`src/hdl/ssp_pkg.sv`:
```
// Shared types, constants and tables of the spiral sphere point generator.
package ssp_pkg;

  localparam int COUNT_W    = 16;
  localparam int COORD_W    = 16;
  localparam int COORD_FRAC = 15;
  localparam int PHASE_W    = 24;
  localparam int CFG_ADDR_W = 2;
  localparam int CFG_DATA_W = 32;
  localparam int FIFO_DEPTH = 2;

  localparam logic [COUNT_W-1:0] POINT_COUNT_RESET = 16'd256;
  localparam logic [COUNT_W-1:0] POINT_COUNT_MIN   = 16'd2;

  // serial divider
  localparam int DIV_REM_W = 42;
  localparam int DIV_DVD_W = 40;
  localparam int DIV_Q_W   = 25;
  localparam int DIV_CNT_W = 6;

  // serial square root
  localparam int SQ_RAD_W  = 48;
  localparam int SQ_ROOT_W = 24;
  localparam int SQ_REM_W  = SQ_ROOT_W + 2;
  localparam int SQ_CNT_W  = 5;

  localparam logic [31:0] STEP_Q32    = 32'd2460834992;
  localparam logic [31:0] HALF_PI_Q30 = 32'd1686629713;
  localparam logic [31:0] ONE_Q30     = 32'h4000_0000;

  localparam logic signed [17:0] H_OFFSET  = 18'sd32768;
  localparam logic signed [17:0] H_MAX     = 18'sd32767;
  localparam logic [16:0]        COORD_ONE = 17'd32768;

  typedef struct packed {
    logic [COUNT_W-1:0] index;
    logic               last;
    logic               pole;
  } point_desc_t;

  typedef struct packed {
    logic [COORD_W-1:0] pos_x;
    logic [COORD_W-1:0] pos_y;
    logic [COORD_W-1:0] pos_z;
    logic [COUNT_W-1:0] point_index;
    logic               last_point;
  } point_res_t;

  // floor(2^32 / d) for the Horner divisors 72, 42, 20, 6
  function automatic logic [31:0] horner_recip(input logic [1:0] k);
    logic [31:0] m;
    unique case (k)
      2'd0: m = 32'd59652323;
      2'd1: m = 32'd102261126;
      2'd2: m = 32'd214748364;
      2'd3: m = 32'd715827882;
      default: m = 32'd0;
    endcase
    return m;
  endfunction

  function automatic logic [6:0] horner_div(input logic [1:0] k);
    logic [6:0] d;
    unique case (k)
      2'd0: d = 7'd72;
      2'd1: d = 7'd42;
      2'd2: d = 7'd20;
      2'd3: d = 7'd6;
      default: d = 7'd1;
    endcase
    return d;
  endfunction

endpackage

```
`src/hdl/ssp_fifo.sv`:
```
// Small register queue between the front, the back and the result port.
module ssp_fifo import ssp_pkg::*; #(
  parameter int WIDTH = 8,
  parameter int DEPTH = FIFO_DEPTH
) (
  input  logic             clk,
  input  logic             rst_n,
  input  logic             wr_en,
  input  logic [WIDTH-1:0] wr_data,
  input  logic             rd_en,
  output logic [WIDTH-1:0] rd_data,
  output logic             full,
  output logic             empty
);

  localparam int PTR_W = (DEPTH > 1) ? $clog2(DEPTH) : 1;
  localparam int CNT_W = $clog2(DEPTH + 1);

  logic [WIDTH-1:0] mem_r [DEPTH];
  logic [PTR_W-1:0] wr_ptr_r, wr_ptr_nxt, rd_ptr_r, rd_ptr_nxt;
  logic [CNT_W-1:0] count_r, count_nxt;
  logic             do_wr, do_rd;

  assign full    = (count_r == CNT_W'(DEPTH));
  assign empty   = (count_r == '0);
  assign do_wr   = wr_en && !full;
  assign do_rd   = rd_en && !empty;
  assign rd_data = mem_r[rd_ptr_r];

  always_comb begin
    wr_ptr_nxt = wr_ptr_r;
    rd_ptr_nxt = rd_ptr_r;
    if (do_wr) begin
      wr_ptr_nxt = (wr_ptr_r == PTR_W'(DEPTH - 1)) ? '0 : wr_ptr_r + 1'b1;
    end
    if (do_rd) begin
      rd_ptr_nxt = (rd_ptr_r == PTR_W'(DEPTH - 1)) ? '0 : rd_ptr_r + 1'b1;
    end
    unique case ({do_wr, do_rd})
      2'b10:   count_nxt = count_r + 1'b1;
      2'b01:   count_nxt = count_r - 1'b1;
      default: count_nxt = count_r;
    endcase
  end

  always_ff @(posedge clk) begin
    if (!rst_n) begin
      wr_ptr_r <= '0;
      rd_ptr_r <= '0;
      count_r  <= '0;
    end else begin
      wr_ptr_r <= wr_ptr_nxt;
      rd_ptr_r <= rd_ptr_nxt;
      count_r  <= count_nxt;
    end
  end

  always_ff @(posedge clk) begin
    if (do_wr) begin
      mem_r[wr_ptr_r] <= wr_data;
    end
  end

endmodule

```
`src/hdl/ssp_front.sv`:
```
// Front end: point counter and classification of each accepted item.
module ssp_front import ssp_pkg::*; (
  input  logic               clk,
  input  logic               rst_n,
  input  logic               accept,
  input  logic               restart,
  input  logic [COUNT_W-1:0] n,
  output point_desc_t        desc
);

  logic [COUNT_W-1:0] cnt_r, cnt_nxt;
  logic [COUNT_W-1:0] last_idx, idx;

  assign last_idx   = n - 1'b1;
  assign idx        = (restart || cnt_r >= n) ? '0 : cnt_r;
  assign desc.index = idx;
  assign desc.last  = (idx == last_idx);
  assign desc.pole  = (idx == '0) || (idx == last_idx);

  always_comb begin
    cnt_nxt = cnt_r;
    if (accept) begin
      cnt_nxt = desc.last ? '0 : idx + 1'b1;
    end
  end

  always_ff @(posedge clk) begin
    if (!rst_n) begin
      cnt_r <= '0;
    end else begin
      cnt_r <= cnt_nxt;
    end
  end

endmodule

```
`src/hdl/ssp_div.sv`:
```
// Restoring divider, one quotient bit per cycle.
module ssp_div import ssp_pkg::*; (
  input  logic                 clk,
  input  logic                 rst_n,
  input  logic                 start,
  input  logic [DIV_REM_W-1:0] rem_init,
  input  logic [DIV_DVD_W-1:0] dividend,
  input  logic [DIV_REM_W-1:0] divisor,
  input  logic [DIV_CNT_W-1:0] count,
  output logic                 busy,
  output logic [DIV_Q_W-1:0]   quotient
);

  logic [DIV_REM_W-1:0] rem_r, rem_nxt, den_r, den_nxt;
  logic [DIV_DVD_W-1:0] dvd_r, dvd_nxt;
  logic [DIV_Q_W-1:0]   quo_r, quo_nxt;
  logic [DIV_CNT_W-1:0] cnt_r, cnt_nxt;
  logic                 busy_r, busy_nxt;
  logic [DIV_REM_W:0]   rem_sh, diff;
  logic                 ge;

  assign rem_sh   = {rem_r, dvd_r[DIV_DVD_W-1]};
  assign ge       = (rem_sh >= {1'b0, den_r});
  assign diff     = rem_sh - {1'b0, den_r};
  assign busy     = busy_r;
  assign quotient = quo_r;

  always_comb begin
    rem_nxt  = rem_r;
    den_nxt  = den_r;
    dvd_nxt  = dvd_r;
    quo_nxt  = quo_r;
    cnt_nxt  = cnt_r;
    busy_nxt = busy_r;
    if (start) begin
      rem_nxt  = rem_init;
      den_nxt  = divisor;
      dvd_nxt  = dividend;
      quo_nxt  = '0;
      cnt_nxt  = count;
      busy_nxt = 1'b1;
    end else if (busy_r) begin
      rem_nxt  = ge ? diff[DIV_REM_W-1:0] : rem_sh[DIV_REM_W-1:0];
      dvd_nxt  = {dvd_r[DIV_DVD_W-2:0], 1'b0};
      quo_nxt  = {quo_r[DIV_Q_W-2:0], ge};
      cnt_nxt  = cnt_r - 1'b1;
      busy_nxt = (cnt_r != DIV_CNT_W'(1));
    end
  end

  always_ff @(posedge clk) begin
    if (!rst_n) begin
      busy_r <= 1'b0;
      cnt_r  <= '0;
    end else begin
      busy_r <= busy_nxt;
      cnt_r  <= cnt_nxt;
    end
  end

  always_ff @(posedge clk) begin
    rem_r <= rem_nxt;
    den_r <= den_nxt;
    dvd_r <= dvd_nxt;
    quo_r <= quo_nxt;
  end

endmodule

```
`src/hdl/ssp_sqrt.sv`:
```
// Integer square root, one root bit per cycle.
module ssp_sqrt import ssp_pkg::*; (
  input  logic                 clk,
  input  logic                 rst_n,
  input  logic                 start,
  input  logic [SQ_RAD_W-1:0]  radicand,
  input  logic [SQ_CNT_W-1:0]  count,
  output logic                 busy,
  output logic [SQ_ROOT_W-1:0] root
);

  logic [SQ_RAD_W-1:0]  rad_r, rad_nxt;
  logic [SQ_REM_W-1:0]  rem_r, rem_nxt;
  logic [SQ_ROOT_W-1:0] root_r, root_nxt;
  logic [SQ_CNT_W-1:0]  cnt_r, cnt_nxt;
  logic                 busy_r, busy_nxt;
  logic [SQ_REM_W+1:0]  rem_sh, trial, diff;
  logic                 ge;

  assign rem_sh = {rem_r, rad_r[SQ_RAD_W-1:SQ_RAD_W-2]};
  assign trial  = {2'b00, root_r, 2'b01};
  assign ge     = (rem_sh >= trial);
  assign diff   = rem_sh - trial;
  assign busy   = busy_r;
  assign root   = root_r;

  always_comb begin
    rad_nxt  = rad_r;
    rem_nxt  = rem_r;
    root_nxt = root_r;
    cnt_nxt  = cnt_r;
    busy_nxt = busy_r;
    if (start) begin
      rad_nxt  = radicand;
      rem_nxt  = '0;
      root_nxt = '0;
      cnt_nxt  = count;
      busy_nxt = 1'b1;
    end else if (busy_r) begin
      rad_nxt  = {rad_r[SQ_RAD_W-3:0], 2'b00};
      rem_nxt  = ge ? diff[SQ_REM_W-1:0] : rem_sh[SQ_REM_W-1:0];
      root_nxt = {root_r[SQ_ROOT_W-2:0], ge};
      cnt_nxt  = cnt_r - 1'b1;
      busy_nxt = (cnt_r != SQ_CNT_W'(1));
    end
  end

  always_ff @(posedge clk) begin
    if (!rst_n) begin
      busy_r <= 1'b0;
      cnt_r  <= '0;
    end else begin
      busy_r <= busy_nxt;
      cnt_r  <= cnt_nxt;
    end
  end

  always_ff @(posedge clk) begin
    rad_r  <= rad_nxt;
    rem_r  <= rem_nxt;
    root_r <= root_nxt;
  end

endmodule

```
`src/hdl/ssp_back.sv`:
```
// Back end: height, azimuth step, sine/cosine and scaling for one point at a time.
module ssp_back import ssp_pkg::*; (
  input  logic               clk,
  input  logic               rst_n,
  input  logic [COUNT_W-1:0] n,
  input  logic               cmd_empty,
  input  point_desc_t        cmd_data,
  output logic               cmd_pop,
  input  logic               res_full,
  output logic               res_push,
  output point_res_t         res_data
);

  typedef enum logic [18:0] {
    ST_IDLE  = 19'h00001,
    ST_HDIV  = 19'h00002,
    ST_HSQ   = 19'h00004,
    ST_SGO   = 19'h00008,
    ST_SWAIT = 19'h00010,
    ST_DEN   = 19'h00020,
    ST_DGO   = 19'h00040,
    ST_DWAIT = 19'h00080,
    ST_TX    = 19'h00100,
    ST_TX2   = 19'h00200,
    ST_TRM   = 19'h00400,
    ST_TRC   = 19'h00800,
    ST_TXT   = 19'h01000,
    ST_TV    = 19'h02000,
    ST_TVS   = 19'h04000,
    ST_SCX   = 19'h08000,
    ST_SCY   = 19'h10000,
    ST_SCD   = 19'h20000,
    ST_PUSH  = 19'h40000
  } state_t;

  state_t state_r, state_nxt;

  point_desc_t          desc_r, desc_nxt;
  logic signed [17:0]   hq_r, hq_nxt;
  logic [SQ_ROOT_W-1:0] rq_r, rq_nxt;
  logic [15:0]          sq_r, sq_nxt;
  logic [PHASE_W-1:0]   phase_r, phase_nxt;
  logic [31:0]          x_r, x_nxt, x2_r, x2_nxt, t_r, t_nxt, a_r, a_nxt;
  logic [30:0]          sv_r, sv_nxt, cv_r, cv_nxt;
  logic [1:0]           k_r, k_nxt;
  logic                 which_r, which_nxt;
  logic [COORD_W-1:0]   outx_r, outx_nxt, outy_r, outy_nxt;
  logic [63:0]          prod_r, prod_nxt;
  logic [31:0]          mul_a, mul_b;

  logic                 div_start, div_busy;
  logic [DIV_REM_W-1:0] div_rem0, div_den;
  logic [DIV_DVD_W-1:0] div_dvd;
  logic [DIV_CNT_W-1:0] div_cnt;
  logic [DIV_Q_W-1:0]   div_q;
  logic                 sq_start, sq_busy;
  logic [SQ_RAD_W-1:0]  sq_rad;
  logic [SQ_CNT_W-1:0]  sq_cnt;
  logic [SQ_ROOT_W-1:0] sq_root;

  logic [COUNT_W-1:0]   last_idx;
  logic [32:0]          h_num;
  logic [15:0]          habs;
  logic [17:0]          hneg;
  logic [DIV_Q_W-1:0]   q_plus1;
  logic [29:0]          r30;
  logic [31:0]          qe, qfix;
  logic [6:0]           dk;
  logic [38:0]          qd, rem_k;
  logic [31:0]          vraw;
  logic [30:0]          vcl;
  logic [1:0]           quad;
  logic [30:0]          magc, mags;
  logic                 negc, negs;
  logic [COORD_W-1:0]   zsat;

  function automatic logic [COORD_W-1:0] scale_coord(input logic [63:0] p, input logic neg);
    logic [63:0] rnd;
    logic [16:0] m;
    logic [16:0] mc;
    logic [16:0] v;
    rnd = p + 64'h2000_0000;
    m   = rnd[46:30];
    if (neg) begin
      mc = (m > COORD_ONE) ? COORD_ONE : m;
      v  = 17'd0 - mc;
    end else begin
      v  = (m > COORD_ONE - 1'b1) ? COORD_ONE - 1'b1 : m;
    end
    return v[COORD_W-1:0];
  endfunction

  ssp_div u_div (
    .clk      (clk),
    .rst_n    (rst_n),
    .start    (div_start),
    .rem_init (div_rem0),
    .dividend (div_dvd),
    .divisor  (div_den),
    .count    (div_cnt),
    .busy     (div_busy),
    .quotient (div_q)
  );

  ssp_sqrt u_sqrt (
    .clk      (clk),
    .rst_n    (rst_n),
    .start    (sq_start),
    .radicand (sq_rad),
    .count    (sq_cnt),
    .busy     (sq_busy),
    .root     (sq_root)
  );

  assign last_idx = n - 1'b1;
  assign h_num    = {cmd_data.index, 17'b0} + {17'b0, last_idx};
  assign hneg     = 18'd0 - hq_r;
  assign habs     = hq_r[17] ? hneg[15:0] : hq_r[15:0];
  assign q_plus1  = div_q + 1'b1;
  assign r30      = {phase_r[PHASE_W-3:0], 8'b0};

  // Horner divide by a small constant: reciprocal estimate plus one correction
  assign qe    = prod_r[63:32];
  assign dk    = horner_div(k_r);
  assign qd    = qe * dk;
  assign rem_k = {7'b0, a_r} - qd;
  assign qfix  = (rem_k >= {32'b0, dk}) ? qe + 1'b1 : qe;

  assign vraw = prod_r[61:30];
  assign vcl  = (vraw > ONE_Q30) ? ONE_Q30[30:0] : vraw[30:0];

  assign quad = phase_r[PHASE_W-1:PHASE_W-2];
  always_comb begin
    unique case (quad)
      2'd0: begin magc = cv_r; negc = 1'b0; mags = sv_r; negs = 1'b0; end
      2'd1: begin magc = sv_r; negc = 1'b1; mags = cv_r; negs = 1'b0; end
      2'd2: begin magc = cv_r; negc = 1'b1; mags = sv_r; negs = 1'b1; end
      2'd3: begin magc = sv_r; negc = 1'b0; mags = cv_r; negs = 1'b1; end
      default: begin magc = cv_r; negc = 1'b0; mags = sv_r; negs = 1'b0; end
    endcase
  end

  assign zsat = (hq_r > H_MAX) ? H_MAX[COORD_W-1:0] : hq_r[COORD_W-1:0];

  assign res_data.pos_x       = outx_r;
  assign res_data.pos_y       = outy_r;
  assign res_data.pos_z       = zsat;
  assign res_data.point_index = desc_r.index;
  assign res_data.last_point  = desc_r.last;

  assign prod_nxt = mul_a * mul_b;

  always_comb begin
    state_nxt = state_r;
    desc_nxt  = desc_r;
    hq_nxt    = hq_r;
    rq_nxt    = rq_r;
    sq_nxt    = sq_r;
    phase_nxt = phase_r;
    x_nxt     = x_r;
    x2_nxt    = x2_r;
    t_nxt     = t_r;
    a_nxt     = a_r;
    sv_nxt    = sv_r;
    cv_nxt    = cv_r;
    k_nxt     = k_r;
    which_nxt = which_r;
    outx_nxt  = outx_r;
    outy_nxt  = outy_r;
    mul_a     = '0;
    mul_b     = '0;
    cmd_pop   = 1'b0;
    res_push  = 1'b0;
    div_start = 1'b0;
    div_rem0  = '0;
    div_dvd   = {h_num, 7'b0};
    div_den   = {25'b0, last_idx, 1'b0};
    div_cnt   = DIV_CNT_W'(33);
    sq_start  = 1'b0;
    sq_rad    = {n, 32'b0};
    sq_cnt    = SQ_CNT_W'(24);

    unique case (state_r)
      ST_IDLE: begin
        if (!cmd_empty) begin
          cmd_pop   = 1'b1;
          desc_nxt  = cmd_data;
          div_start = 1'b1;
          sq_start  = 1'b1;
          k_nxt     = 2'd0;
          which_nxt = 1'b0;
          state_nxt = ST_HDIV;
        end
      end
      ST_HDIV: begin
        if (!div_busy && !sq_busy) begin
          hq_nxt    = $signed({1'b0, div_q[16:0]}) - H_OFFSET;
          rq_nxt    = sq_root;
          state_nxt = ST_HSQ;
        end
      end
      ST_HSQ: begin
        mul_a     = {16'b0, habs};
        mul_b     = {16'b0, habs};
        state_nxt = ST_SGO;
      end
      ST_SGO: begin
        sq_start  = 1'b1;
        sq_rad    = {ONE_Q30 - prod_r[31:0], 16'b0};
        sq_cnt    = SQ_CNT_W'(16);
        state_nxt = ST_SWAIT;
      end
      ST_SWAIT: begin
        if (!sq_busy) begin
          sq_nxt = sq_root[15:0];
          if (desc_r.pole) begin
            phase_nxt = '0;
            state_nxt = ST_TX;
          end else begin
            state_nxt = ST_DEN;
          end
        end
      end
      ST_DEN: begin
        mul_a     = {8'b0, rq_r};
        mul_b     = {16'b0, (sq_r == '0) ? 16'd1 : sq_r};
        state_nxt = ST_DGO;
      end
      ST_DGO: begin
        div_start = 1'b1;
        div_rem0  = {26'b0, STEP_Q32[31:16]};
        div_dvd   = {STEP_Q32[15:0], 24'b0};
        div_den   = prod_r[DIV_REM_W-1:0];
        div_cnt   = DIV_CNT_W'(40);
        state_nxt = ST_DWAIT;
      end
      ST_DWAIT: begin
        if (!div_busy) begin
          phase_nxt = phase_r + q_plus1[PHASE_W:1];
          state_nxt = ST_TX;
        end
      end
      ST_TX: begin
        mul_a     = which_r ? ONE_Q30 - {2'b0, r30} : {2'b0, r30};
        mul_b     = HALF_PI_Q30;
        state_nxt = ST_TX2;
      end
      ST_TX2: begin
        x_nxt     = prod_r[61:30];
        mul_a     = prod_r[61:30];
        mul_b     = prod_r[61:30];
        state_nxt = ST_TRM;
      end
      ST_TRM: begin
        a_nxt = prod_r[61:30];
        if (k_r == 2'd0) begin
          x2_nxt = prod_r[61:30];
        end
        mul_a     = prod_r[61:30];
        mul_b     = horner_recip(k_r);
        state_nxt = ST_TRC;
      end
      ST_TRC: begin
        t_nxt = ONE_Q30 - qfix;
        if (k_r == 2'd3) begin
          state_nxt = ST_TV;
        end else begin
          k_nxt     = k_r + 1'b1;
          state_nxt = ST_TXT;
        end
      end
      ST_TXT: begin
        mul_a     = x2_r;
        mul_b     = t_r;
        state_nxt = ST_TRM;
      end
      ST_TV: begin
        mul_a     = x_r;
        mul_b     = t_r;
        state_nxt = ST_TVS;
      end
      ST_TVS: begin
        if (!which_r) begin
          sv_nxt    = vcl;
          which_nxt = 1'b1;
          k_nxt     = 2'd0;
          state_nxt = ST_TX;
        end else begin
          cv_nxt    = vcl;
          state_nxt = ST_SCX;
        end
      end
      ST_SCX: begin
        mul_a     = {16'b0, sq_r};
        mul_b     = {1'b0, magc};
        state_nxt = ST_SCY;
      end
      ST_SCY: begin
        outx_nxt  = scale_coord(prod_r, negc && (magc != '0));
        mul_a     = {16'b0, sq_r};
        mul_b     = {1'b0, mags};
        state_nxt = ST_SCD;
      end
      ST_SCD: begin
        outy_nxt  = scale_coord(prod_r, negs && (mags != '0));
        state_nxt = ST_PUSH;
      end
      ST_PUSH: begin
        if (!res_full) begin
          res_push  = 1'b1;
          state_nxt = ST_IDLE;
        end
      end
      default: begin
        state_nxt = ST_IDLE;
      end
    endcase
  end

  always_ff @(posedge clk) begin
    if (!rst_n) begin
      state_r <= ST_IDLE;
      phase_r <= '0;
      k_r     <= 2'd0;
      which_r <= 1'b0;
    end else begin
      state_r <= state_nxt;
      phase_r <= phase_nxt;
      k_r     <= k_nxt;
      which_r <= which_nxt;
    end
  end

  always_ff @(posedge clk) begin
    desc_r <= desc_nxt;
    hq_r   <= hq_nxt;
    rq_r   <= rq_nxt;
    sq_r   <= sq_nxt;
    x_r    <= x_nxt;
    x2_r   <= x2_nxt;
    t_r    <= t_nxt;
    a_r    <= a_nxt;
    sv_r   <= sv_nxt;
    cv_r   <= cv_nxt;
    outx_r <= outx_nxt;
    outy_r <= outy_nxt;
    prod_r <= prod_nxt;
  end

endmodule

```
`src/hdl/spiral_sphere_point_generator_unit.sv`:
```
// Top level of the spiral sphere point generator: config register, front, queues, back.
// The back end takes one item at a time: the height divide, the square roots, the azimuth
//   step divide (interior points only) and the shared-multiplier sine/cosine sequence set
//   how soon it can take the next item.
// Reset: point_count returns to 256, counter and phase to zero, both queues empty.
module spiral_sphere_point_generator_unit import ssp_pkg::*; #(
  parameter int CMD_DEPTH = FIFO_DEPTH,
  parameter int RES_DEPTH = FIFO_DEPTH
) (
  input  logic                     clk,
  input  logic                     rst_n,
  input  logic                     push,
  output logic                     full,
  input  logic                     in_restart,
  output logic                     empty,
  input  logic                     pop,
  output logic signed [COORD_W-1:0] out_pos_x,
  output logic signed [COORD_W-1:0] out_pos_y,
  output logic signed [COORD_W-1:0] out_pos_z,
  output logic [COUNT_W-1:0]       out_point_index,
  output logic                     out_last_point,
  input  logic                     psel,
  input  logic                     penable,
  input  logic                     pwrite,
  input  logic [CFG_ADDR_W-1:0]    paddr,
  input  logic [CFG_DATA_W-1:0]    pwdata,
  output logic [CFG_DATA_W-1:0]    prdata,
  output logic                     pready
);

  logic [COUNT_W-1:0] pc_r, pc_nxt, n_eff;
  logic               cfg_wr, in_acc;
  logic               cmd_full, cmd_empty, cmd_pop;
  logic               res_full, res_push;
  point_desc_t        front_desc, cmd_data;
  point_res_t         res_in, res_out;

  assign pready = 1'b1;
  assign prdata = {{(CFG_DATA_W-COUNT_W){1'b0}}, pc_r};
  assign cfg_wr = psel && penable && pwrite && pready && (paddr == '0);
  assign pc_nxt = cfg_wr ? pwdata[COUNT_W-1:0] : pc_r;
  assign n_eff  = (pc_r < POINT_COUNT_MIN) ? POINT_COUNT_MIN : pc_r;

  always_ff @(posedge clk) begin
    if (!rst_n) begin
      pc_r <= POINT_COUNT_RESET;
    end else begin
      pc_r <= pc_nxt;
    end
  end

  assign full   = cmd_full;
  assign in_acc = push && !cmd_full;

  ssp_front u_front (
    .clk     (clk),
    .rst_n   (rst_n),
    .accept  (in_acc),
    .restart (in_restart),
    .n       (n_eff),
    .desc    (front_desc)
  );

  ssp_fifo #(
    .WIDTH ($bits(point_desc_t)),
    .DEPTH (CMD_DEPTH)
  ) u_cmd_fifo (
    .clk     (clk),
    .rst_n   (rst_n),
    .wr_en   (in_acc),
    .wr_data (front_desc),
    .rd_en   (cmd_pop),
    .rd_data (cmd_data),
    .full    (cmd_full),
    .empty   (cmd_empty)
  );

  ssp_back u_back (
    .clk       (clk),
    .rst_n     (rst_n),
    .n         (n_eff),
    .cmd_empty (cmd_empty),
    .cmd_data  (cmd_data),
    .cmd_pop   (cmd_pop),
    .res_full  (res_full),
    .res_push  (res_push),
    .res_data  (res_in)
  );

  ssp_fifo #(
    .WIDTH ($bits(point_res_t)),
    .DEPTH (RES_DEPTH)
  ) u_res_fifo (
    .clk     (clk),
    .rst_n   (rst_n),
    .wr_en   (res_push),
    .wr_data (res_in),
    .rd_en   (pop),
    .rd_data (res_out),
    .full    (res_full),
    .empty   (empty)
  );

  assign out_pos_x       = $signed(res_out.pos_x);
  assign out_pos_y       = $signed(res_out.pos_y);
  assign out_pos_z       = $signed(res_out.pos_z);
  assign out_point_index = res_out.point_index;
  assign out_last_point  = res_out.last_point;

endmodule

```
`config.mk`:
```
export PLATFORM = sky130hd
export DESIGN_NAME = spiral_sphere_point_generator_unit
export DESIGN_NICKNAME = d
export VERILOG_FILES = /design/src/hdl/ssp_pkg.sv /design/src/hdl/ssp_fifo.sv /design/src/hdl/ssp_front.sv /design/src/hdl/ssp_div.sv /design/src/hdl/ssp_sqrt.sv /design/src/hdl/ssp_back.sv /design/src/hdl/spiral_sphere_point_generator_unit.sv
export SDC_FILE = /design/constraint.sdc
export NUM_CORES = 2
export LEC_CHECK = 0
export BUFFER_PORTS_ARGS = -buffer_cell sky130_fd_sc_hd__buf_2
export CAP_MARGIN = 20
export CORE_ASPECT_RATIO = 1.2
export CORE_MARGIN = 1
export CORE_UTILIZATION = 35
export CTS_BUF_LIST = sky130_fd_sc_hd__clkbuf_8
export DETAILED_ROUTE_END_ITERATION = 10
export GPL_TIMING_DRIVEN = 0
export MAX_ROUTING_LAYER = met4
export PLACE_DENSITY_LB_ADDON = 0.2
export SETUP_SLACK_MARGIN = 0.15
export SYNTH_ARGS = -nofsm -noshare
export SYNTH_HDL_FRONTEND = slang
export SYNTH_SLANG_ARGS = --single-unit
export TNS_END_PERCENT = 100
```
`constraint.sdc`:
```
create_clock -name clk -period 13.14 [get_ports clk]
set_input_delay 1.314 -clock clk [delete_from_list [all_inputs] [get_ports clk]]
set_output_delay 1.314 -clock clk [all_outputs]
set_load 0.01 [all_outputs]
```
======== After elaboration in Yosys (flattened, before gate mapping) ========
Memory sizes are Yosys's and may differ from the RTL's. A register that Yosys moved wholly into a read port is not among the register bits.
Cells that the tools add are included.
word-level totals
  bits of input ports ..................... 42
  word-level logic and storage cells ...... 261
  latch bits .............................. 0
  memories ................................ 2
  ROM bits ................................ 0
  register bits ........................... 708
  output and inout port bits .............. 100
  bits in writable memories ............... 166
cells by class
  bitwise operators ....................... 3
  divide/modulo/power cells ............... 0
  $mul .................................... 2
  multiplexer cells ....................... 82
  add/sub/neg operators ................... 27
  shift operators ......................... 0
  reduce and logical (&&, ||, !) cells .... 55
  $lt $le $gt $ge ......................... 9
  equal/unequal tests ..................... 42
memory list
  name              words  bits a word  read ports  clocked after memory_dff  write ports  RTL line        text
  u_res_fifo.mem_r  2      65           1           1                         1            ssp_fifo.sv:19  logic [WIDTH-1:0] mem_r [DEPTH];
  u_cmd_fifo.mem_r  2      18           1           1                         1            ssp_fifo.sv:19
operators with widths
  kind                                                 number
  case mux 19 bit (18 select lines)                    1
  case mux 32 bit (8 select lines)                     1
  case mux 32 bit (7 select lines)                     1
  2-to-1 mux 16 bit                                    12
  2-to-1 mux 48 bit                                    3
  case mux 32 bit (4 select lines)                     1
  2-to-1 mux 42 bit                                    3
  case mux 31 bit (2 select lines)                     2
  2-to-1 mux 40 bit                                    3
  2-to-1 mux 19 bit                                    5
  2-to-1 mux 24 bit                                    3
  multiplier 32 x 32 -> 64 bit                         1
  2-to-1 mux 32 bit                                    2
  subtractor 31 x 32 -> 32 bit (first input constant)  2
  nonzero test 31 bit                                  2
  case mux 24 bit (2 select lines)                     1
  adder 47 x 30 -> 47 bit (second input constant)      1
  >= comparator 43 x 42 -> 1 bit                       1
  subtractor 42 bit                                    1
  >= comparator 39 x 7 -> 1 bit                        1
  multiplier 32 x 7 -> 39 bit                          1
  subtractor 32 x 39 -> 39 bit                         1
  adder 33 x 16 -> 33 bit                              1
  adder 32 x 1 -> 32 bit (second input constant)       1
  72 further kinds                                     169

======== Logic depth before layout (Yosys ltp) ========
  word-level depth ........................ 7
  depth in mapped cells ................... 48
  gate-level depth less buffers ........... 44

======== Hierarchy ========
Synthesis repeated with hierarchy kept, for this count alone.
unflattened totals
  cells, all modules ...................... 9023
  area, all modules ....................... 85722.2 µm²
modules (own cells, without submodules)
  module                              sequential area each (µm²)  area an instance (µm²)  cells an instance  times used
  ssp_back                            11150.7                     61479.0                 6869               1
  ssp_div                             4364.2                      8927.3                  870                1
  ssp_sqrt                            2562.5                      5659.2                  559                1
  ssp_fifo (u_res_fifo)               4003.8                      4907.2                  228                1
  ssp_front                           320.3                       2319.7                  304                1
  ssp_fifo (u_cmd_fifo)               1181.1                      1530.2                  82                 1
  spiral_sphere_point_generator_unit  320.3                       899.6                   111                1

======== Worst setup path after synthesis ========
Ideal clock, no wire load.
  path type ............................... register -> register
  start ................................... reg u_back.state_r[6]
  end ..................................... reg u_back.prod_r[63]
  data arrival time ....................... 11470 ps
  period minus slack after synthesis ...... 11596 ps
  path buffers ............................ 5
  library setup time ...................... 126 ps
  setup slack ............................. 1544 ps
  data required time ...................... 13014 ps
  stages on the path, launching flop included .. 41
  path through ............................ dfxtp_1 > clkbuf_1 > or4_1 > nor3_1 > nand2_1 > or3_1 > nor3b_1 > clkbuf_1 > clkbuf_1 > a22oi_1 > and3_1 > clkbuf_1 > clkbuf_1 > nor2_1 > fa_1 > fa_1 > fa_1 > inv_1 > (+5 left out) > inv_1 > fa_1 > inv_1 > ha_1 > a21o_1 > or3_1 > nor4_1 > a21oi_1 > o31a_1 > o2111ai_1 > a211oi_1 > o21ai_0 > and2_1 > o31ai_1 > nor2_1 > o31ai_1 > nor4_1 > nor3_1
on the way
  word-level cells in the longest chain between the ends .. 4
  elaborated cells on any way between the ends .. 15
  classes of those cells .................. 1 x mul; 9 x eq/ne; 2 x mux; 3 x reduce/logical
RTL lines
  item                                                                                  RTL line         text
  start: declaration                                                                    ssp_back.sv:36   state_t state_r, state_nxt;
  start signal: assignment                                                              ssp_back.sv:327  state_r <= state_nxt;
  equality test 19 x 13 -> 1 bit, or another cell as far along                          ssp_back.sv:183  unique case (state_r)
  OR reduction 2 bit (no line)                                                          -
  case mux 32 bit (8 select lines) or case mux 32 bit (7 select lines) (tied branches)  ssp_back.sv:183
  multiplier 32 x 32 -> 64 bit *                                                        ssp_back.sv:151  assign prod_nxt = mul_a * mul_b;
  named net u_back.prod_nxt[63]                                                         ssp_back.sv:48   logic [63:0] prod_r, prod_nxt;
  end signal: assignment                                                                ssp_back.sv:347  prod_r <= prod_nxt;
  end: declaration                                                                      ssp_back.sv:48
The timed path passes the listed nets; every way through them passes the cells marked *.
A chain may end at the register's enable or synchronous reset.

======== Final worst setup path ========
Same ends and word-level chain as after synthesis.

==> impl_results.md <==
* Status: completed
* Die Y at 535.7 um
* Worst-path clk slew at 0.06 ns
* Number of global-route vias before repair at 69,217
* Final Hold Vio Count at 0
* Slew Viols, Final at 0
* P_sw at 3.237 mW
* 1st-iter DRT viols at 6,050
* Largest stage delay, worst path at 0.61 ns
* Setup crit end kind: flip-flop
* GRT Resource Usage Total at 28.75%
* Relative slew slack at 4.012%
* Area of all placed cells without fillers at 92,280 um^2
* Vias after detailed routing at 67,318
* Drt wl/cell at 26.89 um
* Asr flop ratio synth at 0%
* Worst path slowest cell: fa_1
* Yosys top cell by area: fa_1
* ANT nets after route at 0
* Vias/cell at 5.412
* FF-to-FF path depth at 43
* Pwr per Cell Area at 98.29 nW/um^2
* Gate power share at 31.7%
* Initial antenna violation count at 15
* Initial core utilization at 35.25%
* Sequential area share after synthesis at 27.94%
* Sw frac at 35.69%
* Static Leakage at 39.78 nW
* Layout Nets at 10,767
* Max Fanout on Critical Path at 34
* Place WS at -1.468 ns
* Max Cap Violations at 0
* Total Routed Length at 334,500 um
* GR Overflow Total at 0
* Most common cell on crit path: fa_1
* Fin crit share at 97.34%
* Synth Area per Inst at 9.452 um^2
* Worst skew pair latency at 0.98 ns
* EDFF count, synth at 613
* Flops & latches, synth at 853
* Commonest non-fill, non-tap cell in the layout: inv_1
* R2R Path Start: u_back.state_r[6]
* RSZ-0062 raised after global routing: true
* Ys Warns at 0
* Final min period at 12.79 ns
* H-tree depth at 4
* Fill count at 23,952
* CTS Hold Bufs at 0
* Synthesized instance count at 8,790
* Clock skew at 0.1098 ns
* VDD IR max at 0.1658 mV
* PortBufs at 107
* Startpoint Class: flip-flop
* Synth area leaders: fa_1 25%, edfxtp_1 22%, ha_1 8.3%
* Max Fclk at 0.07818 GHz
* Internal at 5.834 mW
* Core Area at 235,700 um^2
* Critical path arrival at 13.59 ns
* Die extent in x at 446.8 um
* Most frequent cells in the layout: 1,421 x inv_1, 1,020 x fa_1, 999 x nand2_1
* Clock power share at 27.8%
* Setup ws final at 0.3494 ns
* R2R setup slack at 0.35 ns
* Largest net degree at the start of global routing at 43
* Critical Path RT at 13.93 ns
* Share of power burned in registers at 40.4%
* Final hold slack at 0.4456 ns
* Share of the synthesized area in the top cell type at 24.58%
* # DRC at 0
* Pwr Total at 9.071 mW
* GPL Wtd Cong at 1.010
* WS Path Type: reg -> reg
* DR pass1 iterations at 8
* Root buf cell: clkbuf_8
* Hold Path Class: reg -> reg
* Dpl cell area at 88,930 um^2
* Final setup fails at 0
* TritonCTS Buffers at 152
* Critical Path End: u_back.prod_r[63]
* Crit path launch: u_back.state_r[6]
* IO Count at 142
* Endpoint of the worst-slack reg-to-reg timing path: u_back.prod_r[63]
* Syn-to-layout area delta at 11.07%
* Rows at 195
* First-pass GRT wire length at 479,900 um
* # clock sinks at 853
* CTS tree: done
* Primary FF master, synth: edfxtp_1
* Ratio of cells with drive above 1 in the final layout at 8.050%
* Post-Syn Area at 83,080 um^2
* Actual slew at the worst max-slew pin at 1.440 ns
* Post-DP HPWL at 273,100 um
* Distinct cells, synth at 99
* DIE AREA at 239,300 um^2
* CTS Buffer Depth at 3
-- state kept, by name, indices dropped and copies added (netlist names), 33 cells and up, named ones only --
name	count
u_cmd_fifo.mem_r	36
u_back.u_div.dvd_r	33
u_res_fifo.mem_r	130
u_back.prod_r	64
u_back.u_div.rem_r	42
u_back.u_div.den_r	42
-- power groups by stage --
stage          Combinational (mW)  Clock [mW]  Sequential, mW
3_3_place_gp                 2.76           0            3.73
4_1_cts                      2.86        2.58            3.67
5_1_grt                      3.16        2.69            3.70
3_5_place_dp                 2.85           0            3.71
2_1_floorplan                2.09           0            3.63
6_report                     2.88        2.52            3.67
-- cell families (layout without fill, tap and decap cells) --
kind of cell | Yosys count | after routing | share of synthesized area [%]
DFF | 853 | 853 | 27.94
other | 2 | 25 | 0.009039
buffers and inverters | 1847 | 2321 | 8.451
and+or+nand+nor | 2842 | 2842 | 15.49
xor gates and xnor gates | 338 | 338 | 3.563
muxes | 221 | 221 | 2.845
adders and majority gates | 1571 | 1571 | 32.88
AOI/OAI and AO/OA | 1116 | 1116 | 8.826
-- worst max-delay path: cells and delay by family, from the launching register on --
kind | cells | cell delay [ns]
and+or+nand+nor | 12 | 3.30
DFF | 1 | 0.29
adders and majority gates | 9 | 4.40
buffers and inverters | 12 | 2.31
AOI/OAI and AO/OA | 10 | 2.24
-- per-stage QoR --
step | setup TNS [ns] | utilization [%] | instances
4_1_cts | 0 | 39.08 | 12425
2_1_floorplan | 0 | - | 8805
6_report | 0 | 39.15 | 12439
5_1_grt | -0.003575 | 39.15 | 12436
3_5_place_dp | -22.32 | 37.73 | 12150
3_3_place_gp | -113.54 | 37.18 | 12064
-- repair_timing --
action / 4_1_cts / 5_1_grt
cloned: 0 / 0
resized for setup: 79 / 79
setup endpoints to repair: 29 / 26
pin swaps: 1 / 4
buffers inserted: 0 / 7
hold endpoints to repair: 0 / 0
-- per-layer routing --
metal	GRT usage, %	part of all wire [%]	vias up	routed length [um]
met2	46.92	48	2995	159000
met5	-	0	-	0
met1	32.51	37	34029	125300
met3	5.181	7.3	876	24420
li1	-	-	29418	-
met4	18.19	7.7	0	25810
-- worst min path at each step --
stage	startpoint	cells past startpoint	slack (ns)	end
6_report	u_back.outy_r[10]	0	0.45	u_res_fifo.mem_r[0][43]
5_1_grt	u_back.outy_r[8]	0	0.46	u_res_fifo.mem_r[0][41]
4_1_cts	u_back.outy_r[10]	0	0.44	u_res_fifo.mem_r[0][43]
3_5_place_dp	u_back.outy_r[10]	0	0.43	u_res_fifo.mem_r[0][43]
3_3_place_gp	u_back.outy_r[0]	0	0.43	u_res_fifo.mem_r[0][33]
2_1_floorplan	u_back.res_data[0]	0	0.42	u_res_fifo.mem_r[0][0]
-- Yosys cell counts, drive strengths merged, types with 57 or more instances --
library cell	instances
inv	1380
fa	1020
nand2	1000
nor2	940
edfxtp	613
ha	551
clkbuf	403
a21oi	319
dfxtp	240
xnor2	230
o21ai	222
and2	148
nand3	148
mux2	118
xor2	108
mux2i	103
nor3	98
a21o	90
and3	75
nand4	71
a211oi	69
nor4	64
buf	61
or3	57
-- cell type report --
class,instances,area (um^2),area share (%)
clock inverter,114,739.5,0.8013
tap,3152,3944,4.274
sequential,853,23210,25.15
antenna,8,20.02,0.02169
multi-input combinational,6105,53160,57.61
clock buffer,165,2271,2.461
buffer,458,1943,2.106
inverter,1383,5191,5.625
timing repair buffer,201,1800,1.951
No activity file was read; power rests on OpenSTA's default activity.
